[src/hw/rtl/lgs_pkg.sv]
// ----------------------------------------------------------------------------
// lgs_pkg
// Shared types and constants for the life grid generation step block.
// ----------------------------------------------------------------------------
package lgs_pkg;

    localparam int OP_W  = 2;
    localparam int ROW_W = 5;
    localparam int COL_W = 6;
    localparam int GEN_W = 16;
    localparam int CMP_W = 9;   // holds any grid index or size up to 256

    typedef enum logic [OP_W-1:0] {
        OP_WRITE   = 2'd0,
        OP_READ    = 2'd1,
        OP_ADVANCE = 2'd2
    } op_t;

    typedef enum logic {
        ST_IDLE,
        ST_RUN
    } state_t;

    typedef struct packed {
        logic wr_en;
        logic step;
    } ctl_t;

    typedef struct packed {
        logic             step;
        logic             wr_en;
        logic             wr_val;
        logic [COL_W-1:0] wr_col;
    } row_ctrl_t;

endpackage

[src/hw/rtl/lgs_ctrl.sv]
// ----------------------------------------------------------------------------
// lgs_ctrl
// Handshake, generation counter and result word register.
// ----------------------------------------------------------------------------
module lgs_ctrl (
    input  logic                       clk,
    input  logic                       rst_n,
    input  logic                       in_valid,
    output logic                       in_stall,
    input  logic [lgs_pkg::OP_W-1:0]   op,
    input  logic [lgs_pkg::GEN_W-1:0]  generations,
    input  logic                       addr_cell,
    input  logic                       out_stall,
    output logic                       out_valid,
    output logic                       cell_res,
    output logic                       done_res,
    output lgs_pkg::ctl_t              ctl
);
    import lgs_pkg::*;

    state_t           state_reg;
    state_t           state_next;
    logic [GEN_W-1:0] gen_cnt_reg;
    logic [GEN_W-1:0] gen_cnt_next;
    logic             out_valid_reg;
    logic             out_valid_next;
    logic             cell_reg;
    logic             cell_next;
    logic             done_reg;
    logic             done_next;
    logic             accept;
    op_t              op_c;

    assign op_c     = op_t'(op);
    assign in_stall = (state_reg != ST_IDLE) || (out_valid_reg && out_stall);
    assign accept   = in_valid && !in_stall;

    // next state
    always_comb
    begin
        state_next   = state_reg;
        gen_cnt_next = gen_cnt_reg;
        unique case (state_reg)
            ST_IDLE:
            begin
                if (accept && (op_c == OP_ADVANCE) && (generations != '0))
                begin
                    state_next   = ST_RUN;
                    gen_cnt_next = generations;
                end
            end
            ST_RUN:
            begin
                gen_cnt_next = gen_cnt_reg - GEN_W'(1);
                if (gen_cnt_reg == GEN_W'(1))
                begin
                    state_next = ST_IDLE;
                end
            end
            default:
            begin
                state_next = ST_IDLE;
            end
        endcase
    end

    // outputs
    always_comb
    begin
        ctl.wr_en      = 1'b0;
        ctl.step       = 1'b0;
        out_valid_next = out_valid_reg && out_stall;
        cell_next      = cell_reg;
        done_next      = done_reg;
        unique case (state_reg)
            ST_IDLE:
            begin
                if (accept)
                begin
                    unique case (op_c)
                        OP_WRITE:
                        begin
                            ctl.wr_en      = 1'b1;
                            out_valid_next = 1'b1;
                            cell_next      = addr_cell;
                            done_next      = 1'b1;
                        end
                        OP_READ:
                        begin
                            out_valid_next = 1'b1;
                            cell_next      = addr_cell;
                            done_next      = 1'b1;
                        end
                        OP_ADVANCE:
                        begin
                            if (generations == '0)
                            begin
                                out_valid_next = 1'b1;
                                cell_next      = 1'b0;
                                done_next      = 1'b1;
                            end
                        end
                        default:
                        begin
                            out_valid_next = 1'b1;
                            cell_next      = 1'b0;
                            done_next      = 1'b0;
                        end
                    endcase
                end
            end
            ST_RUN:
            begin
                ctl.step = 1'b1;
                if (gen_cnt_reg == GEN_W'(1))
                begin
                    out_valid_next = 1'b1;
                    cell_next      = 1'b0;
                    done_next      = 1'b1;
                end
            end
            default:
            begin
                ctl.step = 1'b0;
            end
        endcase
    end

    always_ff @(posedge clk or negedge rst_n)
    begin
        if (!rst_n)
        begin
            state_reg     <= ST_IDLE;
            gen_cnt_reg   <= '0;
            out_valid_reg <= 1'b0;
        end
        else
        begin
            state_reg     <= state_next;
            gen_cnt_reg   <= gen_cnt_next;
            out_valid_reg <= out_valid_next;
        end
    end

    always_ff @(posedge clk)
    begin
        cell_reg <= cell_next;
        done_reg <= done_next;
    end

    assign out_valid = out_valid_reg;
    assign cell_res  = cell_reg;
    assign done_res  = done_reg;

endmodule

[config.mk]
export PLATFORM = sky130hd
export DESIGN_NAME = lgs_ctrl
export DESIGN_NICKNAME = d
export VERILOG_FILES = /design/src/hw/rtl/lgs_pkg.sv /design/src/hw/rtl/lgs_ctrl.sv
export SDC_FILE = /design/constraint.sdc
export NUM_CORES = 1
export LEC_CHECK = 0
export ABC_CLOCK_PERIOD_IN_PS = 2850
export BUFFER_PORTS_ARGS = -buffer_cell sky130_fd_sc_hd__buf_2
export CAP_MARGIN = 0
export CORE_ASPECT_RATIO = 1.4
export CORE_MARGIN = 2
export CORE_UTILIZATION = 24
export DETAILED_ROUTE_END_ITERATION = 12
export GPL_ROUTABILITY_DRIVEN = 0
export GPL_TIMING_DRIVEN = 0
export PLACE_DENSITY_LB_ADDON = 0.05
export SETUP_SLACK_MARGIN = 0.4
export SYNTH_ARGS = -nofsm -noshare
export SYNTH_HDL_FRONTEND = slang
export SYNTH_SLANG_ARGS = --single-unit
export TNS_END_PERCENT = 30
[constraint.sdc]
create_clock -name clk -period 2.85 [get_ports clk]
set_input_delay 0.4275 -clock clk [delete_from_list [all_inputs] [get_ports clk]]
set_output_delay 0.4275 -clock clk [all_outputs]
set_load 0.02 [all_outputs]
==> results of run 1 <==
power groups by stage:
stage	sequential (mW)	combinational [mW]	clock, mW
after floorplan	0.397	0.0740	0
after global placement	0.413	0.112	0
after detailed placement	0.413	0.113	0
after CTS	0.408	0.114	0.214
after global routing	0.419	0.127	0.224
final	0.408	0.111	0.206
synthesized netlist by cell type (all sizes together), types with 3 or more instances:
cell	number	share of area [%]
dfrtp	18	37
nand2b	4	2.1
nor2	8	2.5
a21oi	3	1.2
buf	5	2.9
o211ai	5	3.1
xnor2	3	2.2
nand2	20	6.2
mux2i	3	2.5
nand3	8	3.3
o21ai	7	2.9
nor4	6	4.3
nor3	8	3.3
metal layers:
layer / wire [um] / GRT usage [%] / vias to the layer above
met5: 0 / 0 / -
li1: - / - / 552
met1: 1460 / 16.0 / 584
met2: 1970 / 26.9 / 38
met3: 215 / 1.53 / 6
met4: 70 / 6.00 / 0
stage by stage:
step           hold slack (ps)  std cells  area, um^2  total power [mW]
2_1_floorplan              132        131        1220             0.471
3_3_place_gp               415        223        1440             0.525
3_5_place_dp               416        223        1440             0.526
4_1_cts                    117        227        1490             0.736
5_1_grt                    131        227        1490             0.770
6_report                  99.5        227        1490             0.724
repair_timing:
item	CTS	global route
setup endpoints to repair	1	1
buffers inserted	0	0
gates cloned	0	0
pin swaps	0	0
gates resized for setup	1	2
cells in the final DEF, fill, tap and decap left out, types with 2 or more instances in the layout:
| cell | count |
|---|---|
| buf_2 | 30 |
| edfxtp_1 | 2 |
| mux2i_1 | 3 |
| o21ai_0 | 7 |
| nand3b_1 | 2 |
| o221a_2 | 2 |
| o211ai_1 | 5 |
| nand2b_1 | 4 |
| inv_1 | 2 |
| dfrtp_1 | 18 |
| buf_4 | 2 |
| nor4_1 | 5 |
| clkbuf_1 | 2 |
| nand3_1 | 8 |
| xnor2_1 | 3 |
| nor3_1 | 8 |
| and3_1 | 2 |
| ha_1 | 2 |
| nor2_1 | 8 |
| mux2_2 | 2 |
| nand2_1 | 20 |
| clkbuf_8 | 3 |
| a21oi_1 | 3 |
cell type report:
cell class	instances	area, um^2
inverter	2	7.51
tap	64	80.1
multi-input combinational	102	658
clock buffer	4	45.0
sequential	20	510
timing repair buffer	28	140
buffer	7	45.0
fill	536	3390
logic make-up (layout without fill, tap and decap cells):
kind of cell / Yosys count / count (layout)
simple gates: 67 / 67
compound gates: 25 / 25
flops: 20 / 20
buf+inv: 9 / 41
mux: 5 / 5
xor+xnor: 3 / 3
fa+ha+maj: 2 / 2
how the worst min path moves through the flow:
stage / end / startpoint
finish: out_valid / rst_n
global route: out_valid / rst_n
CTS: out_valid / rst_n
global placement: out_valid / rst_n
detailed placement: out_valid / rst_n
floorplan: gen_cnt_reg[0] / rst_n
==> results.md, run 1 <==
* Cell variety after synth at 42
* Relative slew slack at a little under two thirds
* MaxCap Viol Count at 0
* Maximum clock frequency at 444 MHz
* Post-synth EDFFs at 2
* Cell-internal power at ~0.49 mW
* Sw Pwr at between 0.2 and 0.25 mW
* Dpl hpwl at roughly 2800 um
* Cell family with most CP delay: buffers and inverters
* Worst path depth at 5
* Leading register cell type out of synthesis: dfrtp_1
* Reg-to-reg startpoint: gen_cnt_reg[8]
* Number of global-route vias before repair at roughly 1.2k
* Max clock buf depth at 2
* DR DRC count at 0
* Post-Synth XOR/XNOR Area at 2.16%
* DIE AREA at 5670 um^2
* PwrDens at about 490 nW/um^2
* Flop pwr share at between 50% and 60%
* CTS Buf Count at 3
* First-pass iteration count of the detailed router at 4
* Max stage delay on crit path at between 300 and 400 ps
* Pre-CTS setup slack at 551 ps
* Run status: finished clean
* Endpoint class of the critical path: primary output
* Antenna Nets Post-Route at 0
* Total global routing overflow at 0
* Core ar. at roughly 4900 um^2
* CP Launch Point: state_reg
* Syn Area/Cell at a little over 9 um^2
* FF-to-FF setup slack at between 800 and 900 ps
* GRT Util Overall at 14.2%
* Clock root cell: clkbuf_8
* Buffers on Ports at 28
* Area Growth Syn to Fin at 22.0%
* Tmin final at 2250 ps
* Clk Latency, worst-skew pair at roughly 260 ps
* Part of the Yosys area used for sequential elements at a little over two fifths
* CP arrival at 1830 ps
* Final slew viol count at 0
* FF+latch count, synth at 20
* Simple-gate share of the synthesized area at between 30% and 40%
* Multiplexer share of the synthesized area at 4.31%
* Rows at 30
* Worst min path class: in -> async
* Height of the die at about 90 um
* Worst setup path endpoint: in_stall
* CTS tree: done
* Yosys warns at 0
* Core Util, Final at between 30% and 40%
* Tcrit/Tclk final at roughly four fifths
* Clock slew at the register clock pins of the worst setup and hold paths at ~80 ps
* Crit Path Max Fanout at 10
* Largest net degree at the start of global routing at 19
* # hold bufs at CTS at 0
* H-tree levels at 1
* Ys async rst share at approximately nine tenths
* Leak at approximately 0.59 nW
* First-pass GRT wire length at roughly 6100 um
* Sink Count at 20
* R2R cell count at 4
* Post-synthesis compound-gate area fraction at around 15%
* Worst path slowest cell: dfrtp_1
* Comb power frac at ~15%
* Combinational family with the most area after synthesis: simple AND/OR/NAND/NOR gates
* Final Hold Fails at 0
* Die width at 64.2 um
* Mapped Area at 1220 um^2
* Initial Util at 25.0%
* Clk pwr share at 28.4%
* Worst setup SP type: register
* # setup viols final at 0
* Most used cell, CP: buf_2
* Adder-cell share of the synthesized area at 2.05%
* Final WL at between 3000 and 4000 um
* Largest register FFs at 16
* Routed via count at approximately 1.2k
* Setup Skew at between 3 and 4 ps
* Synth Instances at 131
* Layout net count at 189
* Mapped Nets at 156
* Req. time, crit path at approximately 2400 ps
* Net Sw Frac at between 30% and 40%
* Peak supply drop at roughly 0.25 mV
* Final setup margin at between 500 and 600 ps
* CP Cell Sequence: clkbuf_1 > clkbuf_2 > buf_2 > nand2b_1 > buf_2
* Slew @ Worst Pin at 541 ps
* Setup TNS at 0 ps
* Buf+Inv Stages, Crit Path at 4
* Worst Setup Path Type: reg -> out
* Initial drt markers at 54
* WL per Instance at about 16 um
* Antenna violations before repair at 0
* Reg2reg end: done_res
* Layout cells sized above 1 at between 20 and 30%
* # diodes at 0
* RSZ-0062 raised after global routing: no
* # IOs at 29
* Avg Vias per Cell at 5.20
(Power assumes the default switching activity.)
==> inputs of run 2 (changes only) <==
Settings changed: ABC_AREA from default to 1, ABC_CLOCK_PERIOD_IN_PS 2850 to 2220.
Clock period 2.85 ns to 2.22 ns, I/O delays scaled along.
==> run 2 against run 1 <==
Net effect:
- final area rose by 15%
- cell count rose by 41%
- setup slack got worse by 91 ps
- die area rose by 17%
- critical path depth fell by 1
- critical endpoint is now ctl[1]
- first-iteration DRC count rose by 1.9%
- routed wire length rose by 28%
- synthesized cell count rose by 66%
- core utilization fell by 1.0 points
- clock skew rose by 0.54 ps
- largest cell class unchanged
- critical path type unchanged
==> results.md, run 2 <==
* Cell-internal power at 0.509 mW (+2.9%)
* Most common cell after layout, fill and taps aside: nand2_1
* Yosys warns at 0 (unchanged)
* # diodes at 0 (unchanged)
* Crit Path Max Fanout at 9 (-1)
* # setup viols final at 0 (unchanged)
* Antenna violations before repair at 0 (unchanged)
* Antenna Nets Post-Route at 0 (unchanged)
* Worst Setup Path Type: reg -> out
* Top cells by area, synth: dfrtp_1 (31%), nand3_1 (19%), nand2_1 (16%), nor2_1 (8.9%), inv_1 (5.0%)
* Maximum clock frequency at between 500 and 600 MHz
* Clock root cell: clkbuf_8
* Die width at 69.4 um (+8.0%)
* FF+latch count, synth at 20 (unchanged)
* Synth area leader: dfrtp_1
* CP arrival at 1380 ps (-450 ps)
* Cell variety after synth at 26 (-38%)
* Ys async rst share at 90.0% (unchanged)
* R2R cell count at 5 (+1)
* MaxCap Viol Count at 0 (unchanged)
* Grt met3 use at 1.48% (-0.047 points)
* Relative slew slack at 60.2% (-3.4 points)
* Syn Area/Cell at 6.58 um^2 (-29%)
* Synth top area share at 31.4% (-5.6 points)
* Worst setup SP type: register
* Setup Skew at 4.00 ps (+0.545 ps)
* Commonest cells in the synthesized netlist: nand2_1 (60), nand3_1 (54), nor2_1 (34), inv_1 (19), dfrtp_1 (18)
* WHS at 18.4 ps (-81.1 ps)
* Run status: finished clean
* Clk Latency, worst-skew pair at 270 ps (about the same)
* GRT Util Overall at 15.1% (+0.95 points)
* Net Sw Frac at 25.0% (-6.7 points)
* Final WL at 4730 um (+28%)
* Postcts setup bufs at 0 (unchanged)
* # hold bufs at CTS at 0 (unchanged)
* Setup TNS at 0 ps (unchanged)
* # IOs at 29 (unchanged)
* Clock slew at the register clock pins of the worst setup and hold paths at 90 ps (about the same)
* Initial Util at 24.7% (-0.32 points)
* Mapped Nets at 243 (+56%)
* Peak supply drop at 0.142 mV (-43%)
* PwrDens at 395 nW/um^2 (-19%)
* Post-synth EDFFs at 2 (unchanged)
* Synth Instances at 218 (+66%)
* Flop pwr share at 54.3% (-2.0 points)
* CTS Buf Count at 3 (unchanged)
* Layout net count at 276 (+46%)
* DIE AREA at 6620 um^2 (+17%)
* Final slew viol count at 0 (unchanged)
* Final Hold Fails at 0 (unchanged)
* Leading register cell type out of synthesis: dfrtp_1
* Most frequent cells in the layout: nand2_1 (60), nand3_1 (54), nor2_1 (34)
* Height of the die at 95.5 um (+8.1%)
* Buffers on Ports at 28 (unchanged)
* Sw Pwr at 0.170 mW (-26%)
* Initial drt markers at 55 (+1.9%)
* Req. time, crit path at 1890 ps (-530 ps)
* Tcrit/Tclk final at between 70 and 80%
* Mapped Area at 1440 um^2 (+18%)
* Largest register FFs at 16 (unchanged)
* Total global routing overflow at 0 (unchanged)
* DR DRC count at 0 (unchanged)
* Sink Count at 20 (unchanged)
* Layout cells sized above 1 at 18.4% (-9.2 points)
* Tmin final at 1710 ps
* Dpl hpwl at 3490 um (+23%)
* RSZ-0062 raised after global routing: no
* Number of global-route vias before repair at 1495 (+20%)
* Comb power frac at 5.8% (-9.5 points)
* Area Growth Syn to Fin at 19.5%
* First-pass iteration count of the detailed router at 4 (unchanged)
* Count leader, synth: nand2_1
* Endpoint class of the critical path: primary output
* Part of the Yosys area used for sequential elements at 35.6% (-6.3 points)
* Worst min path class: in -> async
* Clk pwr share at 39.9% (+12 points)
* CTS tree: done
* Core ar. at 5820 um^2 (+19%)
* First-pass GRT wire length at 7750 um (+27%)
* Slew @ Worst Pin at 597 ps (+56.0 ps)
* GR Util met2 at 26.9% (+0.029 points)
* Largest net degree at the start of global routing at 19 (unchanged)
* Leak at 0.797 nW (+35%)
* Max clock buf depth at 2 (unchanged)
* Resize count post-CTS at 2 (+1)
* Met1 usage at 18.6% (+2.6 points)
* WL per Instance at 14.8 um (-9.5%)
* H-tree levels at 1 (unchanged)
* Avg Vias per Cell at 4.64 (-11%)
* Rows at 33 (+10%)
* Grt peak-use layer: met2
* Routed via count at 1486 (+26%)
-- run 2: changes by cell type after synthesis, sizes merged, moves of 4 or more --
cell / delta
nand2: +42
nor2: +30
nand2b: -4
o211ai: -4
nor3: -6
inv: +18
nand3: +48
nor4: -6
o21ai: -5
-- run 2: final cells by class --
class / instances / area, um^2
tap: 70 / 87.6
clock inverter: 1 / 3.75
sequential: 20 / 512
inverter: 20 / 77.6
fill: 672 / 4110
multi-input combinational: 171 / 808
buffer: 7 / 45.0
clock buffer: 3 / 41.3
timing repair buffer: 28 / 140
-- run 2: kinds of logic after synthesis --
family,after synthesis,share of synthesized area [%]
buffers and inverters,27,8.11
adders and majority gates,2,1.74
and+or+nand+nor,164,52.7
DFF,20,35.6
AOI/OAI and AO/OA,5,1.92
-- run 2: routing by layer --
metal,vias up,share of wire [%]
li1,768,-
met1,690,45
met2,24,51
met3,4,2.3
met4,0,1.7
met5,-,0
-- run 2: power by group through the flow --
stage	Clock (mW)	Sequential, mW	Combinational, mW
6_report	0.271	0.368	0.0395
5_1_grt	0.293	0.368	0.0456
4_1_cts	0.283	0.368	0.0409
3_5_place_dp	0	0.376	0.0409
3_3_place_gp	0	0.376	0.0407
2_1_floorplan	0	0.376	0.00656
-- run 2: stage by stage --
step,total power [mW],cell area (um^2),worst slack [ps],instances,utilization (%)
6_report,0.678,1720,506,320,29.5
5_1_grt,0.707,1720,437,320,29.5
4_1_cts,0.692,1710,389,320,29.4
3_5_place_dp,0.417,1660,429,316,28.6
3_3_place_gp,0.416,1660,404,316,28.6
2_1_floorplan,0.382,1440,735,218,-
-- run 2: path summary, 6_finish.rpt --
| path | startpoint | to | slack, ps |
|---|---|---|---|
| worst min-delay path | rst_n | gen_cnt_reg[8] | 20 |
| min in group clk | generations[10] | gen_cnt_reg[10] | 320 |
| max in group asynchronous | rst_n | state_reg | 1840 |
| worst min register to register | out_valid | out_valid | 550 |
| worst max-delay path | state_reg | ctl[1] | 510 |
| worst max register to register | state_reg | done_res | 640 |
-- run 2: worst max-delay path, stage by stage, from the launching register on --
cell	delay (ps)
dfrtp_2	490
inv_4	140
nand3_2	140
nor3_1	160
buf_2	190
