$ cat src/hw/rtl/lgs_pkg.sv
// ----------------------------------------------------------------------------
// lgs_pkg
// Shared types and constants for the life grid generation step block.
// ----------------------------------------------------------------------------
package lgs_pkg;

    localparam int OP_W  = 2;
    localparam int ROW_W = 5;
    localparam int COL_W = 6;
    localparam int GEN_W = 16;
    localparam int CMP_W = 9;   // holds any grid index or size up to 256

    typedef enum logic [OP_W-1:0] {
        OP_WRITE   = 2'd0,
        OP_READ    = 2'd1,
        OP_ADVANCE = 2'd2
    } op_t;

    typedef enum logic {
        ST_IDLE,
        ST_RUN
    } state_t;

    typedef struct packed {
        logic wr_en;
        logic step;
    } ctl_t;

    typedef struct packed {
        logic             step;
        logic             wr_en;
        logic             wr_val;
        logic [COL_W-1:0] wr_col;
    } row_ctrl_t;

endpackage

$ cat src/hw/rtl/lgs_row_cell.sv
// ----------------------------------------------------------------------------
// lgs_row_cell
// One grid row: holds COLS cells, takes host writes, and computes their next
// generation from their neighbours in this row and in the rows above and below.
// ----------------------------------------------------------------------------
module lgs_row_cell #(
    parameter int COLS = 35
) (
    input  logic                  clk,
    input  logic                  rst_n,
    input  lgs_pkg::row_ctrl_t    ctrl,
    input  logic [COLS-1:0]       north,
    input  logic [COLS-1:0]       south,
    output logic [COLS-1:0]       cells
);
    import lgs_pkg::*;

    logic [COLS-1:0] cells_reg;
    logic [COLS-1:0] cells_next;
    logic [COLS+1:0] n_pad;
    logic [COLS+1:0] s_pad;
    logic [COLS+1:0] m_pad;

    assign n_pad = {1'b0, north, 1'b0};
    assign s_pad = {1'b0, south, 1'b0};
    assign m_pad = {1'b0, cells_reg, 1'b0};

    always_comb
    begin
        logic [3:0] cnt;
        cells_next = cells_reg;
        cnt        = '0;
        for (int c = 0; c < COLS; c++)
        begin
            cnt = 4'(n_pad[c]) + 4'(n_pad[c+1]) + 4'(n_pad[c+2])
                + 4'(m_pad[c]) + 4'(m_pad[c+2])
                + 4'(s_pad[c]) + 4'(s_pad[c+1]) + 4'(s_pad[c+2]);
            if (ctrl.step)
            begin
                cells_next[c] = (cnt == 4'd3) || (cells_reg[c] && (cnt == 4'd2));
            end
            else if (ctrl.wr_en && (CMP_W'(ctrl.wr_col) == CMP_W'(c)))
            begin
                cells_next[c] = ctrl.wr_val;
            end
        end
    end

    always_ff @(posedge clk or negedge rst_n)
    begin
        if (!rst_n)
        begin
            cells_reg <= '0;
        end
        else
        begin
            cells_reg <= cells_next;
        end
    end

    assign cells = cells_reg;

endmodule

$ cat config.mk
export PLATFORM = sky130hd
export DESIGN_NAME = lgs_row_cell
export DESIGN_NICKNAME = d
export VERILOG_FILES = /design/src/hw/rtl/lgs_pkg.sv /design/src/hw/rtl/lgs_row_cell.sv
export SDC_FILE = /design/constraint.sdc
export NUM_CORES = 1
export LEC_CHECK = 0
export BUFFER_PORTS_ARGS = -buffer_cell sky130_fd_sc_hd__clkbuf_2
export CAP_MARGIN = 20
export CORE_MARGIN = 1.5
export CORE_UTILIZATION = 40
export DETAILED_ROUTE_END_ITERATION = 10
export PLACE_DENSITY = 0.62
export SYNTH_ARGS = -nofsm -noshare
export SYNTH_HDL_FRONTEND = slang
export SYNTH_SLANG_ARGS = --single-unit
$ cat constraint.sdc
create_clock -name clk -period 4.08 [get_ports clk]
set_clock_uncertainty 0.2 [all_clocks]
set_input_delay 0.612 -clock clk [delete_from_list [all_inputs] [get_ports clk]]
set_output_delay 0.612 -clock clk [all_outputs]
set_load 0.02 [all_outputs]
==> run_results.csv, run 1 <==
group,metric,value,unit
run_status,status,"finished clean",
worst_setup_path,source_of_the_critical_timing_path,"north[2]",
cells_and_area,layout-drive-gt1-share,0.173,
clock_tree,tritoncts.num_buffers,5,
worst_setup_path,critPathKind,"primary input to register",
synth,yosysMostFrequentCell,"inv_1",
clock_tree,tritoncts,"yes",
timing,finalHoldViolCount,0,
clock_tree,clock_slew_seen_by_the_registers_of_the_worst_setup_and_hold_paths,0.06,ns
detailed_routing,vias_per_cell,4.87,
pwr,power.density_cell_area,436,nW/um2
timing,fin_setup_tns,0,ns
synth,synth-edff-count,0,
placed_design,detailed_place.area,8600,um2
clock_tree,postCtsSetupRepairBufs,0,
synth,syn_nets,1169,
timing,fmax,0.280,GHz
synth,ys_top_cells_by_count,"239 x inv_1, 136 x fa_1, 101 x ha_1, 94 x a21oi_1, 35 x dfrtp_1",
cells_and_area,inserted_diodes,0,
grt,maximum_number_of_pins_on_one_net_before_global_route_repair,62,
synth,avgSynthCellArea,9.17,um2
timing,period_minus_slack,3.58,ns
grt,grt_pass1_wl,30000,um
clock_tree,cts_sinks,35,
pwr,cellLeakagePower,4.57,nW
worst_setup_path,crit_path_max_incr_delay,0.59,ns
synth,yosysTopAreaCell,"fa_1",
synth,ys_seq_elements,35,
floorplan,ioPinCount,116,
min_path,hp-class,"primary input to async pin",
synth,async_set_reset_flop_share_out_of_synthesis,1.00,
synth,seq_area_frac_synth,0.112,
worst_setup_path,worst-path-buf-inv,3,
floorplan,dieArea,20400,um2
cells_and_area,fin_cells,1212,
placed_design,placement.setup.worst_slack,0.199,ns
flow_run,cap_viol_max_count,0,
clock_tree,cts_max_level,2,
clock_tree,ctsResizeCount,0,
worst_setup_path,cp_top_family,"adder cells",
clock_tree,clockBufferDepth,2,
floorplan,die_h,143,um
detailed_routing,drtIter0Drc,259,
worst_setup_path,worstPathArrival,3.58,ns
grt,grt_overflow,0,
detailed_routing,route.detailed.drc,0,
cells_and_area,finalNetCount,1269,
floorplan,start_util,0.413,
placed_design,placedCellCount,1204,
timing,report.final.slew_viol_count,0,
detailed_routing,postRouteWirelength,17400,um
pwr,vdd_drop_max,0.000165,V
worst_setup_path,cp-start-kind,"primary input",
synth,syn-cell-area,7810,um2
timing,grt_setup_unrepaired,"no",
timing,slew_headroom,0.374,
synth,synthFlopType,"dfrtp_1",
grt,first_global_vias,6135,
worst_setup_path,timing.critical_path.required,4.09,ns
floorplan,std_cell_rows,50,
cells_and_area,layout_area_overhead,12.1,%
pwr,total_power,3.81,mW
worst_setup_path,cpMostUsedCell,"fa_1",
cells_and_area,n_fill_cell,1916,
worst_setup_path,critPathSlowestCell,"fa_1",
cells_and_area,largest_register_ffs,35,
detailed_routing,detail-route-antenna-nets,0,
worst_setup_path,timing.critical_path.cells,"clkbuf_2 -> inv_1 -> fa_1 -> fa_1 -> fa_1 -> inv_1 -> ha_1 -> fa_1 -> or2_2 -> a21oi_1 -> a2bb2oi_1",
worst_setup_path,end_kind,"register",
placed_design,globalplace.congestion,0.912,
timing,tightest_slew,0.939,ns
clock_tree,cts_root_buffer,"clkbuf_16",
clock_tree,clk_lat_worst_skew,0.28,ns
worst_setup_path,critical_path.max_fanout,2,
floorplan,die_width,143,um
worst_setup_path,reg_to_reg_startpoint,"cells[11]$_DFFE_PN0P_",
timing,period_share,0.877,
detailed_routing,dr_total_vias,5906,
grt,grt_antenna_before_repair,0,
grt,track_usage,0.184,
synth,synth_largest_type_area_fraction,0.349,
timing,setup_violations,0,
synth,yosys_warnings,0,
synth,netlist-cell-type-count,37,
detailed_routing,drtPass1Iterations,4,
synth,syn_inst,851,
floorplan,design.core.area,18900,um2
detailed_routing,post_drt_wl_per_cell,14.3,um
worst_setup_path,critical_path_cell_count,11,
placed_design,port_buffers,115,
synth,synthTopCellsByArea,"fa_1 35%, ha_1 16%, inv_1 11%, dfrtp_1 11%, a21oi_1 6.0%",
worst_setup_path,worst-r2r-cell-count,9,
cells_and_area,final_area,8750,um2
clock_tree,ctsHoldBuffers,0,
placed_design,dp_hpwl,15200,um
timing,setup_slack,0.504,ns
final cells by class:
| class | instances | area, um2 | share of cell area |
|---|---|---|---|
| flip-flops and latches | 35 | 876 | 0.100 |
| clock buffers | 7 | 143 | 0.0163 |
| clock inverters | 1 | 8.76 | 0.00100 |
| repair buffers | 117 | 606 | 0.0692 |
| multi-input cells | 553 | 5890 | 0.674 |
| inverters | 239 | 897 | 0.103 |
| well taps | 260 | 325 | 0.0372 |
placed cells by master, fill, tap and decap left out, types with 2 or more instances in the layout:
master / n
nor2b_1: 2
or3_1: 2
nor2_1: 34
dfrtp_1: 35
o32a_2: 6
o2111ai_1: 3
inv_1: 239
o211ai_1: 30
clkbuf_16: 5
a41oi_1: 2
nand3b_1: 5
buf_4: 2
nor3_1: 16
nand3_1: 29
ha_1: 101
a21oi_1: 94
nor3_2: 2
o32a_1: 26
nand2_1: 11
clkbuf_2: 114
nand2b_1: 10
nor4_1: 2
or2_2: 30
fa_1: 136
final timing paths:
kind                       slack, ns               endpoint
max in group asynchronous       2.83  cells[29]$_DFFE_PN0P_
min                             0.27  cells[34]$_DFFE_PN0P_
min in group clk                0.39  cells[34]$_DFFE_PN0P_
max reg2reg                     0.95  cells[12]$_DFFE_PN0P_
max                             0.50   cells[3]$_DFFE_PN0P_
min reg2reg                     0.39  cells[34]$_DFFE_PN0P_
per-stage QoR:
stage,utilization,hold WS [ns]
final,0.463,0.268
after global routing,0.463,0.345
after CTS,0.463,0.313
after detailed placement,0.455,0.387
after global placement,0.455,0.381
after floorplan,-,0.116
per-layer routing:
| metal | share of wire | track usage |
|---|---|---|
| met2 | 0.47 | 0.308 |
| met3 | 0.028 | 0.0121 |
| met5 | 0 | 0 |
| met1 | 0.49 | 0.266 |
| met4 | 0.011 | 0.0298 |
cells by family after synthesis:
| logic type | after synthesis | share of synthesized area |
|---|---|---|
| and+or+nand+nor | 147 | 0.0989 |
| adders and majority gates | 237 | 0.511 |
| buffers and inverters | 263 | 0.133 |
| AOI/OAI and AO/OA | 167 | 0.143 |
| DFF | 35 | 0.112 |
| muxes | 2 | 0.00272 |
where the power goes:
group | switching [mW] | total (mW) | leakage [nW] | internal, mW
combinational | 1.57 | 2.85 | 4.07 | 1.29
clock | 0.152 | 0.396 | 0.0741 | 0.244
sequential | 0.127 | 0.562 | 0.430 | 0.435
(Power assumes the default switching activity.)
==> run 2: changes to the inputs <==
--- a/config.mk
+++ b/config.mk
@@ -5,12 +5,13 @@
 export SDC_FILE = /design/constraint.sdc
 export NUM_CORES = 1
 export LEC_CHECK = 0
+export ABC_AREA = 1
 export BUFFER_PORTS_ARGS = -buffer_cell sky130_fd_sc_hd__clkbuf_2
 export CAP_MARGIN = 20
 export CORE_MARGIN = 1.5
 export CORE_UTILIZATION = 40
 export DETAILED_ROUTE_END_ITERATION = 10
-export PLACE_DENSITY = 0.62
+export PLACE_DENSITY = 0.65
 export SYNTH_ARGS = -nofsm -noshare
 export SYNTH_HDL_FRONTEND = slang
 export SYNTH_SLANG_ARGS = --single-unit
==> run 2 against run 1 <==
Global-route usage shrank 1.1 points. Critical path depth grew 5. Largest power group unchanged. Combinational power grew 48%. Synthesized cell count grew 39%. Synthesized area grew 8.4%.
==> run_results.csv, run 2 <==
group,metric,value,unit
run_status,status,"finished clean",
synth,ys_top_cells_by_count,"365 x nand2_1, 346 x inv_1, 136 x fa_1, 105 x nor2_1, 101 x ha_1",
flow_run,cap_viol_max_count,0,
cells_and_area,final_cell_mix,"365 x nand2_1, 346 x inv_1, 136 x fa_1",
floorplan,start_util,0.405,
floorplan,std_cell_rows,53,
min_path,hp-class,"primary input to async pin",
cells_and_area,layout-drive-gt1-share,0.100,
detailed_routing,route.detailed.drc,0,
cells_and_area,finalNetCount,1613,
clock_tree,cts_root_buffer,"clkbuf_16",
detailed_routing,detail-route-antenna-nets,0,
placed_design,dp_hpwl,15400,um
synth,seq_area_frac_synth,0.103,
pwr,vdd_drop_max,0.000227,V
timing,finalHoldViolCount,0,
clock_tree,cts_sinks,35,
grt,grt_antenna_before_repair,0,
detailed_routing,drtPass1Iterations,4,
placed_design,globalplace.congestion,0.798,
synth,synthTopCellsByArea,"fa_1 32%, nand2_1 16%, inv_1 15%, ha_1 15%, dfrtp_1 10%",
floorplan,die_h,148,um
cells_and_area,layout_area_overhead,11.9,%
synth,synth_largest_type_area_fraction,0.322,
detailed_routing,postRouteWirelength,17600,um
synth,yosysTopAreaCell,"fa_1",
grt,grt_overflow,0,
pwr,cellLeakagePower,5.93,nW
synth,netlist-cell-type-count,17,
worst_setup_path,rrSetupSlack,1.06,ns
detailed_routing,vias_per_cell,4.33,
floorplan,die_width,148,um
clock_tree,postCtsSetupRepairBufs,0,
worst_setup_path,critPathKind,"primary input to register",
grt,track_usage,0.173,
detailed_routing,drtIter0Drc,204,
synth,yosysMostFrequentCell,"nand2_1",
timing,setup_violations,0,
clock_tree,clockBufferDepth,2,
timing,tightest_slew,1.01,ns
worst_setup_path,end_kind,"register",
synth,syn_inst,1186,
timing,report.final.slew_viol_count,0,
clock_tree,ctsResizeCount,0,
clock_tree,cts_max_level,2,
timing,fin_setup_tns,0,ns
timing,grt_setup_unrepaired,"no",
synth,syn-cell-area,8460,um2
synth,async_set_reset_flop_share_out_of_synthesis,1.00,
timing,fmax,0.286,GHz
worst_setup_path,timing.critical_path.required,4.09,ns
clock_tree,ctsHoldBuffers,0,
floorplan,ioPinCount,116,
synth,synthFlopType,"dfrtp_1",
grt,grt_pass1_wl,31200,um
clock_tree,tritoncts.num_buffers,5,
timing,period_minus_slack,3.50,ns
placed_design,port_buffers,115,
detailed_routing,post_drt_wl_per_cell,11.2,um
detailed_routing,dr_total_vias,6795,
worst_setup_path,worstPathArrival,3.51,ns
timing,period_share,0.857,
synth,ys_seq_elements,35,
synth,avgSynthCellArea,7.14,um2
floorplan,dieArea,22000,um2
cells_and_area,largest_register_ffs,35,
grt,maximum_number_of_pins_on_one_net_before_global_route_repair,39,
synth,syn_nets,1504,
clock_tree,tritoncts,"yes",
timing,slew_headroom,0.322,
grt,first_global_vias,6758,
worst_setup_path,critical_path.max_fanout,2,
cells_and_area,n_fill_cell,2180,
worst_setup_path,cp-start-kind,"primary input",
clock_tree,clock_slew_seen_by_the_registers_of_the_worst_setup_and_hold_paths,0.05,ns
synth,yosys_warnings,0,
cells_and_area,postLayoutCoreUtil,0.453,
pwr,power.density_cell_area,552,nW/um2
cells_and_area,inserted_diodes,0,
clock_tree,clk_lat_worst_skew,0.27,ns
cells_and_area,layout.cells.most_common,"nand2_1",
floorplan,design.core.area,20900,um2
synth,synth-edff-count,0,
-- run 2: changes by cell type after synthesis, moves of 19 or more --
cell | previous run | this run
o21ai_0 | 1 | 20
inv_1 | 239 | 346
a21oi_1 | 94 | 0
o32a_1 | 26 | 0
nand2_1 | 11 | 365
or2_2 | 30 | 1
nor2_1 | 34 | 105
-- run 2: path summary, 6_finish.rpt --
| kind | cells after the start | startpoint | to |
|---|---|---|---|
| max | 16 | north[15] | cells[16]$_DFFE_PN0P_ |
| min | 1 | rst_n | cells[0]$_DFFE_PN0P_ |
| max reg2reg | 14 | cells[15]$_DFFE_PN0P_ | cells[16]$_DFFE_PN0P_ |
| min reg2reg | 2 | cells[23]$_DFFE_PN0P_ | cells[23]$_DFFE_PN0P_ |
| max in group asynchronous | 1 | rst_n | cells[16]$_DFFE_PN0P_ |
| min in group clk | 2 | cells[23]$_DFFE_PN0P_ | cells[23]$_DFFE_PN0P_ |
-- run 2: per-layer routing --
metal | global-route usage | share of wire
met1 | 0.239 | 0.49
met2 | 0.298 | 0.47
met3 | 0.0110 | 0.025
met4 | 0.0366 | 0.014
met5 | 0 | 0
-- run 2: cells by family (layout without fill, tap and decap cells) --
logic type	count (synthesis)	after routing	share of synthesized area
compound gates	42	42	0.0312
simple gates	507	507	0.231
fa+ha+maj	237	237	0.471
buf+inv	365	473	0.164
flops	35	35	0.103
-- run 2: layout make-up --
cell class                 instances  area (um2)  share of cell area
multi-input combinational        786        6200               0.655
timing repair buffer             120         613              0.0648
sequential                        35         876              0.0925
tap                              275         344              0.0363
inverter                         347        1300               0.138
clock buffer                       6         129              0.0136
-- run 2: power by group --
| part | internal (mW) | total [mW] | switching (mW) | leakage, nW |
|---|---|---|---|---|
| logic | 1.71 | 4.23 | 2.52 | 5.42 |
| registers | 0.478 | 0.638 | 0.160 | 0.446 |
| clock network | 0.219 | 0.352 | 0.132 | 0.0628 |
-- run 2: worst max-delay path, cell delays in order --
cell and delay, ns:
clkbuf_2 0.10, inv_1 0.08, fa_1 0.56, fa_1 0.43
fa_1 0.49, inv_1 0.04, ha_1 0.20, fa_1 0.49
nand2_1 0.05, inv_1 0.08, nand2_1 0.05, nor2_1 0.08
nand2_1 0.07, nand2_1 0.06, nand2_1 0.05, nand2_1 0.05
-- run 2: metrics by stage --
step	power (mW)	std cells	hold WS, ns	instance area, um2	setup slack (ns)
after detailed placement	4.93	1563	0.345	9340	0.289
after global placement	4.78	1563	0.340	9340	0.326
after global routing	6.19	1569	0.349	9470	0.334
final	5.22	1569	0.266	9470	0.585
after CTS	5.32	1569	0.297	9470	0.562
after floorplan	3.95	1186	0.116	8460	0.621
==> run 3: changes to the inputs <==
--- a/config.mk
+++ b/config.mk
@@ -6,12 +6,12 @@
 export NUM_CORES = 1
 export LEC_CHECK = 0
 export ABC_AREA = 1
-export BUFFER_PORTS_ARGS = -buffer_cell sky130_fd_sc_hd__clkbuf_2
 export CAP_MARGIN = 20
 export CORE_MARGIN = 1.5
 export CORE_UTILIZATION = 40
 export DETAILED_ROUTE_END_ITERATION = 10
-export PLACE_DENSITY = 0.65
+export DONT_BUFFER_PORTS = 1
+export PLACE_DENSITY = 0.6
 export SYNTH_ARGS = -nofsm -noshare
 export SYNTH_HDL_FRONTEND = slang
 export SYNTH_SLANG_ARGS = --single-unit
==> run 3 against run 2 <==
Via count shrank 6.8%. Combinational power decreased by 8.3%. Die area is the same. Critical path type unchanged. Non-clock buffer count is 115 lower. Clock-buffer cell count stayed put.
==> run_results.csv, run 3 (same netlist as run 2, synthesis figures left out) <==
group,metric,value,unit
run_status,status,"finished clean",
worst_setup_path,worstPathArrival,3.39,ns
worst_setup_path,timing.critical_path.required,4.09,ns
floorplan,die_width,148,um
cells_and_area,seqCellArea,876,um2
clock_tree,clk_lat_worst_skew,0.27,ns
clock_tree,tritoncts.num_buffers,5,
timing,slew_headroom,0.318,
timing,period_minus_slack,3.38,ns
floorplan,dieArea,22000,um2
detailed_routing,dr_total_vias,6333,
timing,tightest_slew,1.02,ns
cells_and_area,layout.cells.most_common,"nand2_1",
worst_setup_path,timing.critical_path.cells,"inv_1 -> fa_1 -> fa_1 -> fa_1 -> inv_1 -> ha_1 -> fa_1 -> nand2_1 -> inv_1 -> nand2_1 -> nor2_1 -> nand2_1 -> nand2_1 -> nand2_1 -> nand2_1",
min_path,hp-class,"primary input to register",
pwr,power.density_cell_area,568,nW/um2
timing,grt_setup_unrepaired,"no",
worst_setup_path,end_kind,"register",
worst_setup_path,crit_path_max_incr_delay,0.50,ns
pwr,clock_power_share,0.070,
cells_and_area,layout_area_overhead,5.25,%
detailed_routing,route.detailed.drc,0,
grt,grt_antenna_before_repair,0,
timing,report.final.slew_viol_count,0,
pwr,gate_power_share,0.768,
worst_setup_path,cpMostUsedCell,"nand2_1",
grt,maximum_number_of_pins_on_one_net_before_global_route_repair,37,
placed_design,dp_hpwl,15500,um
cells_and_area,n_fill_cell,2162,
floorplan,die_h,148,um
grt,track_usage,0.172,
pwr,share_seq_of_total_power,0.162,
timing,finalHoldViolCount,0,
cells_and_area,final_cell_mix,"365 x nand2_1, 346 x inv_1, 136 x fa_1",
clock_tree,cts_sinks,35,
timing,setup_violations,0,
detailed_routing,drtIter0Drc,178,
cells_and_area,finalNetCount,1498,
grt,grt_overflow,0,
worst_setup_path,cp_top_family,"adder cells",
floorplan,design.core.area,20900,um2
cells_and_area,multi_input_area,6200,um2
pwr,vdd_drop_max,0.000247,V
cells_and_area,largest_register_ffs,35,
clock_tree,clock_slew_seen_by_the_registers_of_the_worst_setup_and_hold_paths,0.05,ns
pwr,p_sw_frac,0.546,
clock_tree,cts_root_buffer,"clkbuf_16",
worst_setup_path,critPathSlowestCell,"fa_1",
min_path,timing.hold.worst.start,"ctrl[4]",
clock_tree,cts_max_level,2,
grt,first_global_vias,6403,
timing,fmax,0.296,GHz
floorplan,start_util,0.405,
detailed_routing,postRouteWirelength,17900,um
placed_design,placement.setup.worst_slack,0.394,ns
pwr,cellLeakagePower,5.45,nW
worst_setup_path,reg_to_reg_startpoint,"cells[9]$_DFFE_PN0P_",
grt,grt_pass1_wl,30400,um
floorplan,std_cell_rows,53,
worst_setup_path,worst-path-buf-inv,3,
worst_setup_path,cp-start-kind,"primary input",
clock_tree,tritoncts,"yes",
timing,setup_slack,0.699,ns
worst_setup_path,source_of_the_critical_timing_path,"south[15]",
worst_setup_path,critPathKind,"primary input to register",
detailed_routing,vias_per_cell,4.36,
flow_run,cap_viol_max_count,0,
detailed_routing,drtPass1Iterations,4,
clock_tree,clockBufferDepth,2,
cells_and_area,layout-drive-gt1-share,0.0119,
timing,fin_setup_tns,0,ns
floorplan,ioPinCount,116,
placed_design,port_buffers,0,
clock_tree,ctsResizeCount,0,
timing,period_share,0.829,
placed_design,globalplace.congestion,0.784,
timing,whs,0.463,ns
worst_setup_path,critical_path.max_fanout,3,
detailed_routing,post_drt_wl_per_cell,12.3,um
pwr,power.net_switching,2.76,mW
detailed_routing,detail-route-antenna-nets,0,
pwr,total_power,5.06,mW
pwr,internal_power,2.30,mW
cells_and_area,inserted_diodes,0,
## run 3: per-stage QoR
step / instances / area, um2 / utilization
finish: 1454 / 8910 / 0.426
global placement: 1446 / 8750 / 0.419
detailed placement: 1446 / 8750 / 0.419
global route: 1454 / 8910 / 0.426
CTS: 1454 / 8910 / 0.426
floorplan: 1186 / 8460 / -
## run 3: per-layer routing
| layer | track usage | part of all wire |
|---|---|---|
| met1 | 0.228 | 0.47 |
| met2 | 0.301 | 0.49 |
| met3 | 0.0218 | 0.036 |
| met4 | 0.0322 | 0.0081 |
| met5 | 0 | 0 |
## run 3: area by class of cell
cell class,instances,area share
inverters,347,0.146
well taps,275,0.0386
multi-input cells,786,0.696
repair buffers,5,0.00590
clock buffers,6,0.0145
flip-flops and latches,35,0.0983
## run 3: worst paths after layout
check                      cells after the start                    end  slack (ns)
min                                            3  cells[16]$_DFFE_PN0P_        0.46
min in group asynchronous                      2   cells[3]$_DFFE_PN0P_        0.61
min reg2reg                                    2  cells[22]$_DFFE_PN0P_        0.48
max in group asynchronous                      2  cells[18]$_DFFE_PN0P_        2.88
max                                           15  cells[16]$_DFFE_PN0P_        0.70
max reg2reg                                   14  cells[10]$_DFFE_PN0P_        0.93
## run 3: worst reg2reg max path, delay by kind of cell (launching register included)
kind / cells / cell delay, ns
adder cells (fa/ha/maj): 4 / 1.69
buffers and inverters: 3 / 0.27
flip-flops: 1 / 0.53
AND/OR/NAND/NOR: 7 / 0.41
## run 3: power by group through the flow
| stage | logic [mW] | registers, mW | clock network (mW) |
|---|---|---|---|
| 4_1_cts | 3.97 | 0.828 | 0.371 |
| 3_5_place_dp | 3.92 | 0.831 | 0 |
| 3_3_place_gp | 3.79 | 0.831 | 0 |
| 2_1_floorplan | 3.21 | 0.742 | 0 |
| 5_1_grt | 4.74 | 0.841 | 0.388 |
| 6_report | 3.88 | 0.820 | 0.354 |
## run 3: timing repair
item,CTS,global route
endpoints found under the hold margin,35,0
hold buffers,2,0
setup buffers,0,0
